## src/hdl/aad_pkg.sv

```systemverilog
// Shared types and constants for the ambient auto dimmer.
`timescale 1ns / 1ps
`default_nettype none

package aad_pkg;

  // Request kinds carried on in_tuser
  typedef enum logic [1:0] {
    FUNC_TICK   = 2'd0,
    FUNC_SAMPLE = 2'd1,
    FUNC_SET    = 2'd2,
    FUNC_NONE   = 2'd3
  } func_t;

  // Configuration register indexes
  typedef enum logic [2:0] {
    CFG_AUTO_ENABLE = 3'd0,
    CFG_LOW_CODE    = 3'd1,
    CFG_HIGH_CODE   = 3'd2,
    CFG_OUT_MIN     = 3'd3,
    CFG_OUT_MAX     = 3'd4,
    CFG_INTERVAL_MS = 3'd5,
    CFG_MIN_STEP    = 3'd6,
    CFG_UNUSED      = 3'd7
  } cfg_idx_t;

  localparam int CODE_W  = 12;  // sample, thresholds and average
  localparam int LEVEL_W = 8;
  localparam int TICK_W  = 16;
  localparam int CFG_W   = 16;
  localparam int DIVD_W  = 20;  // shared divider dividend / quotient
  localparam int STEP_W  = 5;

  localparam int IN_DATA_W  = 24;
  localparam int OUT_DATA_W = 24;

  // Reset values of the configuration registers
  localparam logic [CODE_W-1:0]  RST_LOW_CODE    = 12'd0;
  localparam logic [CODE_W-1:0]  RST_HIGH_CODE   = 12'd4095;
  localparam logic [LEVEL_W-1:0] RST_OUT_MIN     = 8'd0;
  localparam logic [LEVEL_W-1:0] RST_OUT_MAX     = 8'd255;
  localparam logic [TICK_W-1:0]  RST_INTERVAL_MS = 16'd100;
  localparam logic [LEVEL_W-1:0] RST_MIN_STEP    = 8'd5;
  localparam logic [LEVEL_W-1:0] RST_LEVEL       = 8'd255;
  localparam logic [TICK_W-1:0]  TICK_SAT        = 16'hFFFF;

endpackage

`default_nettype wire

```

## src/hdl/ambient_auto_dimmer.sv

```systemverilog
// Ambient-light auto dimmer: tick counter, sample averaging and level mapping.
// Ticks, samples that do not end a batch, and unused requests are handled in S_IDLE.
// A set request goes to S_EMIT, which registers the result once the output is free.
// A batch-ending sample divides the sum on the shared divider (20 steps); a clamped level
// then passes S_MAP, S_CMP and S_EMIT, a mapped one S_MAP, S_MUL, 20 more divider steps,
// S_FIX, S_CMP and S_EMIT. in_tready stays low until the result is registered. Sync reset.
`timescale 1ns / 1ps
`default_nettype none

module ambient_auto_dimmer
  import aad_pkg::*;
#(
  parameter int NUM_SAMPLES = 16,
  parameter int ADC_BITS    = 12
) (
  input  wire logic                  clk,
  input  wire logic                  rst_n,
  // in_tdata: sample [11:0], level [19:12], zero [23:20]
  input  wire logic [IN_DATA_W-1:0]  in_tdata,
  // in_tuser: func [1:0]
  input  wire logic [1:0]            in_tuser,
  input  wire logic                  in_tvalid,
  output logic                       in_tready,
  // out_tdata: level_res [7:0], changed [8], average [20:9], zero [23:21]
  output logic [OUT_DATA_W-1:0]      out_tdata,
  output logic                       out_tvalid,
  input  wire logic                  out_tready,
  input  wire logic                  cfg_we,
  input  wire logic [2:0]            cfg_index,
  input  wire logic [CFG_W-1:0]      cfg_data
);

  localparam int SUM_W  = CODE_W + $clog2(NUM_SAMPLES);
  localparam int CNT_W  = $clog2(NUM_SAMPLES + 1);
  localparam int MASK_B = (ADC_BITS < CODE_W) ? ADC_BITS : CODE_W;
  localparam logic [CODE_W-1:0] SMP_MASK = CODE_W'((33'd1 << MASK_B) - 33'd1);
  localparam logic [CNT_W-1:0]  BATCH    = CNT_W'(NUM_SAMPLES);
  localparam logic [CODE_W-1:0] BATCH_DEN = CODE_W'(NUM_SAMPLES);
  localparam logic [STEP_W-1:0] LAST_STEP = STEP_W'(DIVD_W - 1);

  typedef enum logic [2:0] {
    S_IDLE, S_DIV, S_MAP, S_MUL, S_FIX, S_CMP, S_EMIT
  } state_t;

  state_t state_r;

  // configuration
  logic                auto_en_r;
  logic [CODE_W-1:0]   low_code_r, high_code_r;
  logic [LEVEL_W-1:0]  out_min_r, out_max_r, min_step_r;
  logic [TICK_W-1:0]   interval_r;

  // dimmer state
  logic [TICK_W-1:0]   tick_cnt_r;
  logic                collecting_r;
  logic [CNT_W-1:0]    smp_cnt_r;
  logic [SUM_W-1:0]    sum_r;
  logic [LEVEL_W-1:0]  cur_level_r;

  // shared divider and sequencer datapath
  logic [CODE_W-1:0]   rem_r;
  logic [DIVD_W-1:0]   quo_r;
  logic [CODE_W-1:0]   den_r;
  logic [STEP_W-1:0]   step_r;
  logic                map_phase_r;
  logic [CODE_W-1:0]   avg_r;
  logic                neg_r;
  logic [LEVEL_W-1:0]  new_level_r;

  // finished result and output register
  logic [LEVEL_W-1:0]  res_level_r;
  logic                res_chg_r;
  logic [CODE_W-1:0]   res_avg_r;
  logic                out_tvalid_r;
  logic [OUT_DATA_W-1:0] out_tdata_r;

  // input decode
  func_t               in_func;
  logic [CODE_W-1:0]   in_smp;
  logic [LEVEL_W-1:0]  in_level;
  logic                in_acc;

  assign in_func  = func_t'(in_tuser);
  assign in_smp   = in_tdata[CODE_W-1:0] & SMP_MASK;
  assign in_level = in_tdata[CODE_W+LEVEL_W-1:CODE_W];
  assign in_tready = (state_r == S_IDLE);
  assign in_acc   = in_tvalid && in_tready;

  // tick path
  logic [TICK_W-1:0] tick_inc, tick_lim;
  assign tick_inc = (tick_cnt_r < TICK_SAT) ? tick_cnt_r + TICK_W'(1) : tick_cnt_r;
  assign tick_lim = (interval_r == '0) ? TICK_W'(1) : interval_r;

  // sample path
  logic [SUM_W-1:0] sum_add;
  logic [CNT_W-1:0] cnt_inc;
  assign sum_add = sum_r + SUM_W'(in_smp);
  assign cnt_inc = smp_cnt_r + CNT_W'(1);

  // divider step: shift one dividend bit into the remainder, subtract if it fits
  logic [CODE_W:0]   div_shift;
  logic              div_fit;
  logic [CODE_W-1:0] rem_nxt;
  assign div_shift = {rem_r, quo_r[DIVD_W-1]};
  assign div_fit   = (div_shift >= {1'b0, den_r});
  assign rem_nxt   = div_fit ? CODE_W'(div_shift - {1'b0, den_r}) : div_shift[CODE_W-1:0];

  // map arithmetic
  logic              span_neg;
  logic [LEVEL_W-1:0] span_mag;
  logic [CODE_W-1:0] avg_off;
  logic [CODE_W-1:0] thr_span;
  logic [DIVD_W-1:0] map_prod;
  assign span_neg = (out_max_r < out_min_r);
  assign span_mag = span_neg ? out_min_r - out_max_r : out_max_r - out_min_r;
  assign avg_off  = avg_r - low_code_r;
  assign thr_span = high_code_r - low_code_r;
  assign map_prod = DIVD_W'(avg_off) * DIVD_W'(span_mag);

  logic [LEVEL_W-1:0] lvl_diff;
  assign lvl_diff = (new_level_r > cur_level_r) ? new_level_r - cur_level_r
                                                : cur_level_r - new_level_r;

  logic out_free;
  assign out_free = !out_tvalid_r || out_tready;

  always_ff @(posedge clk) begin
    if (!rst_n) begin
      state_r      <= S_IDLE;
      auto_en_r    <= 1'b1;
      low_code_r   <= RST_LOW_CODE;
      high_code_r  <= RST_HIGH_CODE;
      out_min_r    <= RST_OUT_MIN;
      out_max_r    <= RST_OUT_MAX;
      interval_r   <= RST_INTERVAL_MS;
      min_step_r   <= RST_MIN_STEP;
      tick_cnt_r   <= '0;
      collecting_r <= 1'b0;
      smp_cnt_r    <= '0;
      sum_r        <= '0;
      cur_level_r  <= RST_LEVEL;
      out_tvalid_r <= 1'b0;
      map_phase_r  <= 1'b0;
      step_r       <= '0;
    end else begin
      if (cfg_we) begin
        unique case (cfg_idx_t'(cfg_index))
          CFG_AUTO_ENABLE: auto_en_r   <= cfg_data[0];
          CFG_LOW_CODE:    low_code_r  <= cfg_data[CODE_W-1:0];
          CFG_HIGH_CODE:   high_code_r <= cfg_data[CODE_W-1:0];
          CFG_OUT_MIN:     out_min_r   <= cfg_data[LEVEL_W-1:0];
          CFG_OUT_MAX:     out_max_r   <= cfg_data[LEVEL_W-1:0];
          CFG_INTERVAL_MS: interval_r  <= cfg_data[TICK_W-1:0];
          CFG_MIN_STEP:    min_step_r  <= cfg_data[LEVEL_W-1:0];
          default: ;
        endcase
      end

      // load a finished result when the register is free, else drop the taken one
      if (state_r == S_EMIT && out_free) begin
        out_tvalid_r <= 1'b1;
      end else if (out_tvalid_r && out_tready) begin
        out_tvalid_r <= 1'b0;
      end

      unique case (state_r)
        S_IDLE: begin
          if (in_acc) begin
            unique case (in_func)
              FUNC_SET: begin
                cur_level_r <= in_level;
                res_level_r <= in_level;
                res_chg_r   <= 1'b1;
                res_avg_r   <= '0;
                state_r     <= S_EMIT;
              end
              FUNC_TICK: begin
                if (auto_en_r && !collecting_r) begin
                  if (tick_inc >= tick_lim) begin
                    tick_cnt_r   <= '0;
                    collecting_r <= 1'b1;
                    smp_cnt_r    <= '0;
                    sum_r        <= '0;
                  end else begin
                    tick_cnt_r <= tick_inc;
                  end
                end
              end
              FUNC_SAMPLE: begin
                if (auto_en_r && collecting_r) begin
                  if (cnt_inc == BATCH) begin
                    // batch complete: divide the sum by the batch length
                    collecting_r <= 1'b0;
                    smp_cnt_r    <= '0;
                    sum_r        <= '0;
                    quo_r        <= DIVD_W'(sum_add);
                    den_r        <= BATCH_DEN;
                    rem_r        <= '0;
                    step_r       <= '0;
                    map_phase_r  <= 1'b0;
                    state_r      <= S_DIV;
                  end else begin
                    sum_r     <= sum_add;
                    smp_cnt_r <= cnt_inc;
                  end
                end
              end
              default: ;
            endcase
          end
        end

        S_DIV: begin
          rem_r  <= rem_nxt;
          quo_r  <= {quo_r[DIVD_W-2:0], div_fit};
          step_r <= step_r + STEP_W'(1);
          if (step_r == LAST_STEP) begin
            state_r <= map_phase_r ? S_FIX : S_MAP;
          end
        end

        S_MAP: begin
          avg_r <= quo_r[CODE_W-1:0];
          priority if (quo_r[CODE_W-1:0] <= low_code_r) begin
            new_level_r <= out_min_r;
            state_r     <= S_CMP;
          end else if (quo_r[CODE_W-1:0] >= high_code_r) begin
            new_level_r <= out_max_r;
            state_r     <= S_CMP;
          end else begin
            state_r <= S_MUL;
          end
        end

        S_MUL: begin
          quo_r       <= map_prod;
          den_r       <= thr_span;
          rem_r       <= '0;
          step_r      <= '0;
          neg_r       <= span_neg;
          map_phase_r <= 1'b1;
          state_r     <= S_DIV;
        end

        S_FIX: begin
          // floor toward minus infinity when the span is reversed
          if (neg_r) begin
            new_level_r <= out_min_r - quo_r[LEVEL_W-1:0]
                           - LEVEL_W'(rem_r != '0);
          end else begin
            new_level_r <= out_min_r + quo_r[LEVEL_W-1:0];
          end
          state_r <= S_CMP;
        end

        S_CMP: begin
          res_avg_r <= avg_r;
          if (lvl_diff >= min_step_r) begin
            cur_level_r <= new_level_r;
            res_level_r <= new_level_r;
            res_chg_r   <= 1'b1;
          end else begin
            res_level_r <= cur_level_r;
            res_chg_r   <= 1'b0;
          end
          state_r <= S_EMIT;
        end

        S_EMIT: begin
          // hold until the output register is free
          if (out_free) begin
            out_tdata_r  <= {3'b000, res_avg_r, res_chg_r, res_level_r};
            state_r      <= S_IDLE;
          end
        end

        default: state_r <= S_IDLE;
      endcase
    end
  end

  assign out_tvalid = out_tvalid_r;
  assign out_tdata  = out_tdata_r;

endmodule

`default_nettype wire

```

## config.mk

```make
export PLATFORM = sky130hd
export DESIGN_NAME = ambient_auto_dimmer
export DESIGN_NICKNAME = d
export VERILOG_FILES = /design/src/hdl/aad_pkg.sv /design/src/hdl/ambient_auto_dimmer.sv
export SDC_FILE = /design/constraint.sdc
export NUM_CORES = 1
export LEC_CHECK = 0
export ABC_AREA = 1
export BUFFER_PORTS_ARGS = -buffer_cell sky130_fd_sc_hd__buf_4
export CAP_MARGIN = 20
export CORE_MARGIN = 4
export CORE_UTILIZATION = 30
export CTS_BUF_LIST = sky130_fd_sc_hd__clkbuf_8 sky130_fd_sc_hd__clkbuf_16
export DETAILED_ROUTE_END_ITERATION = 16
export GPL_ROUTABILITY_DRIVEN = 0
export PLACE_DENSITY = 0.46
export SETUP_SLACK_MARGIN = 0.02
export SLEW_MARGIN = 5
export SYNTH_ARGS = -nofsm -noshare
export SYNTH_HDL_FRONTEND = slang
export SYNTH_SLANG_ARGS = --single-unit
```

## constraint.sdc

```tcl
create_clock -name clk -period 6.13 [get_ports clk]
set_input_delay 0.9195 -clock clk [delete_from_list [all_inputs] [get_ports clk]]
set_output_delay 0.9195 -clock clk [all_outputs]
set_load 0.02 [all_outputs]
```

==> reports/metrics.csv, run 1 <==
stage;metric;value;unit
floorplan;rows;90;
cells_and_area;multi_input_area;0.0110;mm2
grt;antenna_found_initial;0;
critical_path;crit_chain;inv_1 -> ha_1 -> a21oi_1 -> o21ai_0 -> a21oi_1 -> xor2_1 -> nand2_1 -> nand2_2 -> buf_4 -> nor2_1 -> fa_1 -> fa_1 -> fa_1 -> inv_1 -> fa_1 -> inv_1 -> ha_1 -> a21oi_2 -> o21ai_0 -> o21bai_1 -> or2_2 -> nand3_1 -> nand3_1;
critical_path;timing.rr.end;quo_r[12];
placed_design;placed_cells;3261;
cells_and_area;layout_commonest_cell;nand2_1;
cells_and_area;final_cells;3321;
cts;cts_buffers;29;
cts;tritoncts;yes;
route;wl_per_cell;16.2;um
critical_path;critPathRequiredTime;6.44;ns
route;wirelength;53700;um
sta;holdWs;0.412;ns
sta;finClkSkew;0.0132;ns
yosys;ys_top_cells_by_area;edfxtp_1 18%, dfxtp_1 13%, ha_1 13%, nand2_1 11%, fa_1 7.8%;
cells_and_area;fin_util;35.0;%
route;vias;15900;
critical_path;reg2reg_slack;0.30;ns
floorplan;io_pins;76;
route;antenna_left;0;
cts;clkTransAtPathRegs;0.06;ns
cts;h-tree-depth;1;
yosys;synthCells;2421;
critical_path;r2r-start;out_min_r[6];
critical_path;critical-path-slowest-cell;fa_1;
cells_and_area;regArea;0.00564;mm2
grt;overflow;0;
yosys;netlist_area;0.0182;mm2
worst_hold_path;min_path_type;register to register;
power_and_ir_drop;power;10.6;mW
route;drc;0;
critical_path;worstSetupPathType;register to register;
cells_and_area;drive_gt1_share;10.4;%
sta;finalCritPeriodShare;95.1;%
route;dr.pass1.iters;6;
cts;clk_latency;0.57;ns
cts;hold_buffers;0;
cts;root_buffer;clkbuf_16;
critical_path;crit_fanout;6;
critical_path;arrival;6.14;ns
flow_run;max_cap_viol_count;0;
placed_design;dp_hpwl;42000;um
grt;grt_max_degree;76;
cells_and_area;final_cell_mix;513 x nand2_1, 380 x inv_1, 251 x nor2_1;
floorplan;die_w;254;um
sta;worst_pin_slew;1.02;ns
sta;final_hold_viol_count;0;
grt;grtUsageTotal;16.6;%
power_and_ir_drop;p_per_area;502;mW/mm2
floorplan;die_h;254;um
floorplan;core;0.0602;mm2
route;drtIter0Drc;943;
sta;finalCriticalPeriod;5.83;ns
yosys;synth-main-ff-cell;dfxtp_1;
sta;maxSlewHeadroom;31.8;%
power_and_ir_drop;peakVddDrop;581;uV
yosys;synth-edff-count;107;
placed_design;dpl_cell_area;0.0198;mm2
critical_path;max_stage_delay;0.58;ns
cells_and_area;area_growth;15.7;%
yosys;yosys.area.top_type;edfxtp_1;
cells_and_area;stdcell_area;0.0211;mm2
yosys;ys_seq_area_share;30.9;%
sta;clock.fmax;0.172;GHz
placed_design;portBuffers;68;
yosys;yosys_register_bits;228;
yosys;synth_top_area_share;17.6;%
critical_path;cp-start-kind;register;
yosys;async_reset_ff_share;0;%
cts;clk_path_buf_depth;3;
route;viasPerCell;4.79;
yosys;ys_types;52;
floorplan;dieArea;0.0647;mm2
cells_and_area;fillers;6294;
grt;grt_pass1_wl;86300;um
critical_path;critPathCapture;quo_r[12];
cts;clkSinkCount;228;
floorplan;start_util;30.2;%
sta;maxSlewViolCount;0;
yosys;avgSynthCellArea;7.52;um2
grt;grt_pass1_vias;15700;
yosys;yosys_warnings;0;
sta;setup_viol;0;
outcome;status;completed;
power_and_ir_drop;leakage;9.74;nW
cells_and_area;nets;2823;
cells_and_area;diodes;0;
critical_path;rr_worst_depth;23;
critical_path;end_kind;register;
critical_path;cp_common_cell;fa_1;
critical_path;crit_start;out_min_r[6];
==> final cells by class <==
| cell class | count | share of cell area (%) |
|---|---|---|
| clock buffers | 36 | 4.06 |
| flip-flops and latches | 228 | 26.7 |
| well taps | 782 | 4.64 |
| repair buffers | 121 | 4.51 |
| clock inverters | 18 | 0.772 |
| inverters | 391 | 6.98 |
| multi-input cells | 1745 | 52.3 |
==> through the flow <==
step | setup WS (ns) | setup TNS [ns]
2_1_floorplan | 0.525 | 0
3_3_place_gp | 0.154 | 0
3_5_place_dp | 0.165 | 0
4_1_cts | 0.116 | 0
5_1_grt | -0.00250 | -0.00250
6_report | 0.302 | 0
==> cell usage after synthesis, types with 11 or more instances <==
| cell | number |
|---|---|
| nand3_1 | 107 |
| a31oi_1 | 12 |
| edfxtp_1 | 107 |
| o211ai_1 | 31 |
| nor3_1 | 20 |
| clkbuf_1 | 28 |
| buf_2 | 23 |
| or2_2 | 11 |
| dfxtp_1 | 121 |
| inv_1 | 376 |
| xor2_1 | 41 |
| fa_1 | 71 |
| inv_2 | 13 |
| nand2_2 | 11 |
| nand2_1 | 521 |
| nor2_1 | 259 |
| o21ai_0 | 138 |
| nand4_1 | 35 |
| xnor2_1 | 22 |
| ha_1 | 186 |
| a21oi_1 | 199 |
==> report_power, final <==
| part | internal [mW] | total [mW] | switching [mW] |
|---|---|---|---|
| Sequential | 1.69 | 1.76 | 0.0702 |
| Combinational | 2.99 | 7.03 | 4.05 |
| Clock | 1.08 | 1.80 | 0.723 |
| Total | 5.75 | 10.6 | 4.84 |
==> worst min-delay path by stage <==
stage	startpoint	to	slack [ns]	depth (start not counted)
after floorplan	res_level_r[0]	out_tdata[0]	0.40	0
after global placement	res_level_r[6]	out_tdata[6]	0.40	0
after detailed placement	res_level_r[0]	out_tdata[0]	0.41	0
after CTS	res_level_r[5]	out_tdata[5]	0.41	0
after global routing	res_level_r[5]	out_tdata[5]	0.42	0
final	res_level_r[5]	out_tdata[5]	0.41	0
==> sequential cells by signal, summed over array words and instances (netlist names), 12 cells and up <==
name,cells
rem_r,12
out_tdata,21
den_r,12
tick_cnt_r,16
low_code_r,12
high_code_r,12
quo_r,20
res_avg_r,12
avg_r,12
sum_r,16
interval_r,16
==> repair_timing <==
| item | 4_1_cts | 5_1_grt |
|---|---|---|
| resized for setup | 0 | 44 |
| setup buffers | 0 | 3 |
| endpoints found under the setup margin | 0 | 12 |
==> kinds of logic after synthesis <==
| group | share of synthesized area (%) |
|---|---|
| and+or+nand+nor | 22.4 |
| AOI/OAI and AO/OA | 13.4 |
| xor gates and xnor gates | 3.03 |
| other | 0.0206 |
| buffers and inverters | 9.56 |
| adders and majority gates | 20.6 |
| DFF | 30.9 |
==> per-layer routing <==
metal / share of wire [%] / vias to the layer above / track usage [%] / routed length (um)
met1: 48 / 7454 / 22.9 / 25700
li1: - / 8100 / - / -
met2: 46 / 286 / 27.8 / 24500
met5: 0 / - / 0 / 0
met3: 4.0 / 66 / 2.23 / 2120
met4: 2.4 / 0 / 3.97 / 1310
==> worst max-delay path, delay by kind of cell (launching register included) <==
family / cells / cell delay, ns
and+or+nand+nor: 6 / 0.71
xor gates and xnor gates: 1 / 0.21
AOI/OAI and AO/OA: 6 / 1.05
DFF: 1 / 0.38
adders and majority gates: 6 / 2.85
buffers and inverters: 4 / 0.36
Note: power is estimated with default switching activity, not from simulation.
==> run 2, diff against run 1 <==
CORE_MARGIN = 3   (was 4)
==> reports/metrics.csv, run 2 (synthesized netlist as in run 1, its figures left out) <==
stage;metric;value;unit;change
outcome;status;completed;;
cts;h-tree-depth;1;;unchanged
route;wl_per_cell;16.1;um;-0.50%
route;dr.pass1.iters;5;;-1
placed_design;dp_slack;0.125;ns;-0.0404 ns
cts;tritoncts;yes;;
power_and_ir_drop;power;9.85;mW;-7.0%
cts;hold_buffers;0;;unchanged
route;wirelength;53400;um;-0.50%
critical_path;worstSetupPathType;register to register;;
placed_design;placed_cells;3265;;+0.12%
cts;cts_buffers;29;;unchanged
cells_and_area;largest_reg_flops;21;;unchanged
route;drc;0;;unchanged
critical_path;rr_worst_depth;27;;+17%
route;vias;16000;;+0.33%
sta;finalCritPeriodShare;95.3;%;+0.18 points
grt;grtUsageTotal;16.8;%;+0.20 points
sta;grt_setup_unrepaired;false;;
sta;finClkSkew;0.0288;ns;+0.0157 ns
critical_path;r2r-start;out_max_r[0];;
route;antenna_left;0;;unchanged
cells_and_area;drive_gt1_share;10.1;%;-0.27 points
sta;finalCriticalPeriod;5.84;ns;+0.0111 ns
sta;maxSlewHeadroom;32.4;%;+0.60 points
floorplan;io_pins;76;;unchanged
worst_hold_path;min_path_type;register to register;;
worst_hold_path;min_from;res_level_r[0];;
cells_and_area;diodes;0;;unchanged
sta;setup_viol;0;;unchanged
cells_and_area;layout_commonest_cell;nand2_1;;
grt;grt_max_degree;75;;-1.3%
sta;setup_slack;0.291;ns;-0.0111 ns
grt;antenna_found_initial;1;;+1
critical_path;cp-start-kind;register;;
critical_path;critPathRequiredTime;6.44;ns;about the same
floorplan;core;0.0596;mm2;-1.1%
floorplan;die_w;252;um;-0.79%
cts;root_buffer;clkbuf_16;;
critical_path;arrival;6.14;ns;about the same
power_and_ir_drop;peakVddDrop;617;uV;+6.2%
cells_and_area;nets;2832;;+0.32%
placed_design;dpl_cell_area;0.0199;mm2;+0.50%
cts;clk_path_buf_depth;3;;unchanged
sta;clock.fmax;0.171;GHz;-0.19%
placed_design;portBuffers;68;;unchanged
worst_hold_path;worstHoldEndpoint;out_tdata[0];;
critical_path;timing.rr.end;quo_r[12];;
sta;maxSlewViolCount;0;;unchanged
cts;clkSinkCount;228;;unchanged
placed_design;dp_hpwl;42200;um;+0.47%
route;viasPerCell;4.81;;+0.33%
power_and_ir_drop;p_per_area;470;mW/mm2;-6.4%
floorplan;die_h;252;um;-0.79%
cells_and_area;area_growth;15.1;%;
cts;clkTransAtPathRegs;0.06;ns;about the same
floorplan;dieArea;0.0637;mm2;-1.6%
sta;worst_pin_slew;1.01;ns;-0.00901 ns
worst_hold_path;whs_path_depth;0;;unchanged
sta;final_hold_viol_count;0;;unchanged
cells_and_area;stdcell_area;0.0210;mm2;-0.60%
power_and_ir_drop;leakage;9.72;nW;-0.13%
floorplan;start_util;30.6;%;+0.34 points
grt;grt_pass1_vias;16000;;+1.3%
cts;clk_latency;0.57;ns;about the same
flow_run;max_cap_viol_count;0;;unchanged
cts;cts_setup_buffers;0;;unchanged
grt;grt_pass1_wl;85800;um;-0.54%
critical_path;crit_fanout;7;;+1
route;drtIter0Drc;980;;+3.9%
cells_and_area;final_cell_mix;514 x nand2_1, 381 x inv_1, 257 x nor2_1;;
floorplan;rows;89;;-1.1%
critical_path;end_kind;register;;
sta;setup-tns-final;0;ns;unchanged
grt;overflow;0;;unchanged
critical_path;reg2reg_slack;0.29;ns;about the same
cells_and_area;final_cells;3321;;unchanged
## run 2: changes by cell type in the layout (fill, tap and decap cells not counted), moves of 3 or more
cell,change
buf_4,+9
nor2_1,+6
nor2_2,-6
clkinv_2,+4
a21oi_1,+3
clkbuf_16,-3
clkbuf_8,-3
o21ai_1,+3
o21ai_2,-3
## run 2: metrics by stage
step	util, %	hold slack (ns)
final	35.2	0.417
after global routing	35.2	0.425
after CTS	34.9	0.419
after detailed placement	33.4	0.405
after global placement	33.4	0.402
after floorplan	-	0.400
## run 2: cell type report
cell class | count | area, um2
Clock inverter | 23 | 149
Fill cell | 6248 | 38600
Sequential cell | 228 | 5640
Multi-Input combinational cell | 1745 | 11000
Clock buffer | 31 | 753
Inverter | 391 | 1470
Tap cell | 773 | 967
Timing Repair Buffer | 130 | 1020
## run 2: power breakdown
part	leakage (nW)	switching (mW)	internal, mW
combinational	7.28	3.78	2.68
sequential	1.98	0.0700	1.69
clock	0.463	0.704	0.928
## run 2: metal layers
layer	GRT usage (%)	wire (um)
met4	4.20	1270
met5	0	13
met1	22.8	25500
met2	28.0	24200
met3	2.55	2420
## run 2: worst max path at each step
| stage | slack (ns) | depth (start not counted) | from | endpoint |
|---|---|---|---|---|
| 2_1_floorplan | 0.53 | 24 | out_min_r[1] | quo_r[12] |
| 3_3_place_gp | 0.14 | 28 | out_max_r[0] | quo_r[19] |
| 3_5_place_dp | 0.12 | 26 | out_max_r[0] | quo_r[12] |
| 4_1_cts | 0.07 | 26 | out_max_r[0] | quo_r[12] |
| 5_1_grt | 0.02 | 29 | out_max_r[0] | quo_r[13] |
| 6_report | 0.29 | 27 | out_max_r[0] | quo_r[12] |
## run 2: what timing repair did
action / CTS / global route
setup endpoints to repair: 0 / 12
hold endpoints to repair: 0 / 0
gates resized for setup: 0 / 29
## run 2: worst max-delay path: stages (launching register included)
cell and delay, ns:
dfxtp_2 0.33, inv_1 0.07, ha_1 0.14, inv_1 0.06, fa_2 0.36, nand3_1 0.10
o211ai_2 0.09, nand4_1 0.10, nand2_2 0.07, buf_4 0.16, nand2_1 0.09, nand2_1 0.06
nand2_1 0.13, nand2_4 0.11, nor2_1 0.13, fa_1 0.47, fa_1 0.52, fa_1 0.56
inv_1 0.06, fa_1 0.58, inv_1 0.06, ha_1 0.33, a21oi_1 0.24, o21ai_0 0.17
o21bai_1 0.20, or2_2 0.27, nand3_1 0.07, nand3_1 0.06
